[config.mk]
export PLATFORM = sky130hd
export DESIGN_NAME = lcrq_ram
export DESIGN_NICKNAME = d
export VERILOG_FILES = /design/src/design/assert_macros.svh /design/src/design/lcrq_ram.sv
export SDC_FILE = /design/constraint.sdc
export NUM_CORES = 1
export LEC_CHECK = 0
export BUFFER_PORTS_ARGS = -buffer_cell sky130_fd_sc_hd__buf_2
export CORE_MARGIN = 2
export CORE_UTILIZATION = 33
export DETAILED_ROUTE_END_ITERATION = 7
export GPL_ROUTABILITY_DRIVEN = 0
export HOLD_SLACK_MARGIN = 0.02
export PLACE_DENSITY = 0.56
export SLEW_MARGIN = 20
export SYNTH_ARGS = -nofsm -noshare
export SYNTH_HDL_FRONTEND = slang
export SYNTH_SLANG_ARGS = --single-unit
[constraint.sdc]
create_clock -name clk -period 2.3 [get_ports clk]
set_clock_uncertainty 0.15 [all_clocks]
set_input_delay 0.23 -clock clk [delete_from_list [all_inputs] [get_ports clk]]
set_output_delay 0.23 -clock clk [all_outputs]
set_load 0.02 [all_outputs]
[src/design/assert_macros.svh]
// Assertion macros used by the layer color range query RTL.
`ifndef ASSERT_MACROS_SVH
`define ASSERT_MACROS_SVH
`ifndef SYNTHESIS
`define ASSERT_CLK(lbl, clk, rst, prop, msg) \
  lbl: assert property (@(posedge clk) disable iff (rst) prop) else $error(msg);
`define ASSERT_NEVER(lbl, clk, rst, expr, msg) \
  lbl: assert property (@(posedge clk) disable iff (rst) !(expr)) else $error(msg);
`else
`define ASSERT_CLK(lbl, clk, rst, prop, msg)
`define ASSERT_NEVER(lbl, clk, rst, expr, msg)
`endif
`endif

[src/design/lcrq_ram.sv]
// Generic single-write, single-read synchronous RAM with registered read.
module lcrq_ram #(
  parameter int WIDTH = 8,
  parameter int DEPTH = 16
) (
  input  logic                     clk,
  input  logic                     we,
  input  logic [$clog2(DEPTH)-1:0] waddr,
  input  logic [WIDTH-1:0]         wdata,
  input  logic                     re,
  input  logic [$clog2(DEPTH)-1:0] raddr,
  output logic [WIDTH-1:0]         rdata
);

  logic [WIDTH-1:0] mem [DEPTH];

  always_ff @(posedge clk) begin
    if (we) begin
      mem[waddr] <= wdata;
    end
    if (re) begin
      rdata <= mem[raddr];
    end
  end

endmodule

==> flow_summary.yaml <==
finish:
  design.final.nets: 308
  antenna-diode-count: 0
  postLayoutCellArea_um2: 6360
  post_route_cells_drive_above_1_share: 0.325
  postLayoutCoreUtil: 0.406
  area_delta_synth_final_pct: 21.7
  post_layout_nonfiller_instances: 518
synth:
  synth.cell_area_um2: 5230
  synth_edf_count: 136
  synth_commonest_cells: "sky130_fd_sc_hd__edfxtp_1, sky130_fd_sc_hd__mux4_2, sky130_fd_sc_hd__a22oi_1"
  yosysMostFrequentCell: "sky130_fd_sc_hd__edfxtp_1"
  yosys_register_bits: 136
  mean_syn_cell_area_um2: 22.8
  yosys_warnings: 0
  synth_top_area_frac: 0.781
  postSynth.topFlopCell: "sky130_fd_sc_hd__edfxtp_1"
  synth_sequential_area_ratio: 0.781
  post_synthesis_cells: 229
  synth_nets: 248
  netlist-cell-type-count: 18
  synth_area_leaders: "sky130_fd_sc_hd__edfxtp_1, sky130_fd_sc_hd__mux4_2, sky130_fd_sc_hd__mux4_1"
  async_reset_ff_frac: 0
  netlist.top_cell.by_area: "sky130_fd_sc_hd__edfxtp_1"
floorplanning:
  core-area_um2: 15700
  core.rowCount: 46
  start_util: 0.334
  die_width_um: 130
  pin_count: 27
  dieArea_um2: 16900
  dieHeight_um: 130
detailed_routing:
  average_wire_per_standard_cell_um: 21.2
  routed-via-count: 2524
  routed_wl_mm: 11.0
  detail_route.vias_per_cell: 4.87
  drt-pass1-iter-count: 4
  ant_nets_after_route: 0
  route.detailed.drc: 0
  drtIter0Drc: 302
sta:
  timing.setup.tns_ns: 0
  hold_slack_ns: 0.0601
  fin_ws_ns: 0.604
  period_minus_slack_ns: 1.70
  number_of_failing_setup_endpoints_in_the_final_timing_report: 0
  maxClockFrequency_ghz: 0.590
  worst_slew_pin_slew_ns: 0.475
  finalHoldViolCount: 0
  slew-limit-headroom: 0.684
  rsz0062_at_grt: "no"
  period_share: 0.738
  maxSlewViolCount: 0
hold_path:
  min-delay-path-class: "in -> reg"
placed_design:
  detailed_place.area_um2: 5750
  post-place-cells: 486
  place_worst_setup_slack_ns: 0.263
  place_hpwl_mm: 6.99
  place.port_buffers: 26
clocking:
  worst_setup_hold_path_clk_slew_ns: 0.06
  cts_inserted_buffers: 17
  cts_tree: "built"
  post_cts_hold_buffer_count: 0
  postCtsSetupRepairBufs: 0
  max_buffers_root_to_sink: 2
  cts.sink_count: 136
  htree_levels: 4
  clkLatencyLatePin_ns: 0.41
  ctsRootBufferMaster: "sky130_fd_sc_hd__clkbuf_16"
  cts_repair_resize_count: 0
worst_setup_path:
  arrival_ns: 1.69
  worst-path-max-fanout: 1
  startpoint_type: "flop"
  timing.critical_path.to_type: "flop"
  required_ns: 2.30
  critical_path_class: "reg -> reg"
power:
  total_power_mw: 5.88
  total_leakage_power_nw: 2.15
  max-vdd-ir-drop_uv: 501
  power_per_cell_area_nw_per_um2: 923
global_route:
  global_route_wire_length_before_repair_mm: 16.9
  antenna_found_initial: 0
  globalRouteOverflowTotal: 0
  vias_in_the_first_global_route: 2690
  grt_max_degree: 21
  grt_use_total: 0.145
run:
  drv_cap: 0
status:
  run_status: "completed"
-- metal layers --
metal | up-vias | share of wire | track usage | wire length (µm)
met1 | 1326 | 0.46 | 0.202 | 5040
met4 | 0 | 0.0057 | 0.0417 | 63
li1 | 1102 | - | - | -
met5 | - | 0 | 0 | 0
met2 | 90 | 0.47 | 0.220 | 5170
met3 | 6 | 0.063 | 0.0459 | 693
-- registers in the layout, summed over array words and instances (netlist names) --
register,flops
mem,128
rdata,8
-- power breakdown --
group,internal (mW),switching [mW]
sequential,2.79,0.0162
clock,1.80,0.985
combinational,0.113,0.167
-- worst paths after layout --
kind,from,end,slack (ns),cells past startpoint
worst max-delay path,mem[1][2],rdata[2],0.60,3
worst min-delay path,wdata[7],mem[2][7],0.06,1
worst max register to register,mem[1][2],rdata[2],0.60,3
worst min register to register,mem[14][0],rdata[0],0.61,3
-- area by class of cell --
| type | count | area, µm² |
|---|---|---|
| well taps | 216 | 270 |
| fillers | 1420 | 9290 |
| clock buffers | 18 | 429 |
| flip-flops and latches | 136 | 4080 |
| clock inverters | 14 | 180 |
| multi-input cells | 83 | 1060 |
| repair buffers | 51 | 343 |
-- critical path, stage by stage (launching register included) --
cell	delay [ns]
sky130_fd_sc_hd__edfxtp_1	0.37
sky130_fd_sc_hd__mux4_1	0.53
sky130_fd_sc_hd__a22oi_1	0.26
sky130_fd_sc_hd__nand2_1	0.13
-- kinds of logic (layout without fill, tap and decap cells) --
group | Yosys count | count (layout) | synth area share
flops | 136 | 136 | 0.781
simple gates | 35 | 35 | 0.0314
mux | 32 | 32 | 0.148
compound gates | 16 | 16 | 0.0230
buf+inv | 10 | 83 | 0.0165
-- cells in the final DEF (no fill, tap or decap), types with 3 or more instances in the layout --
cell type and instances:
sky130_fd_sc_hd__edfxtp_1 136, sky130_fd_sc_hd__buf_2 26, sky130_fd_sc_hd__buf_4 23, sky130_fd_sc_hd__mux4_2 18, sky130_fd_sc_hd__clkbuf_16 17, sky130_fd_sc_hd__a22oi_1 16
sky130_fd_sc_hd__mux4_1 14, sky130_fd_sc_hd__nor2_1 13, sky130_fd_sc_hd__nand2_1 9, sky130_fd_sc_hd__nor3_1 4, sky130_fd_sc_hd__bufinv_16 4, sky130_fd_sc_hd__clkinv_1 3
sky130_fd_sc_hd__clkinv_2 3
Note: power is estimated with default switching activity, not from simulation.
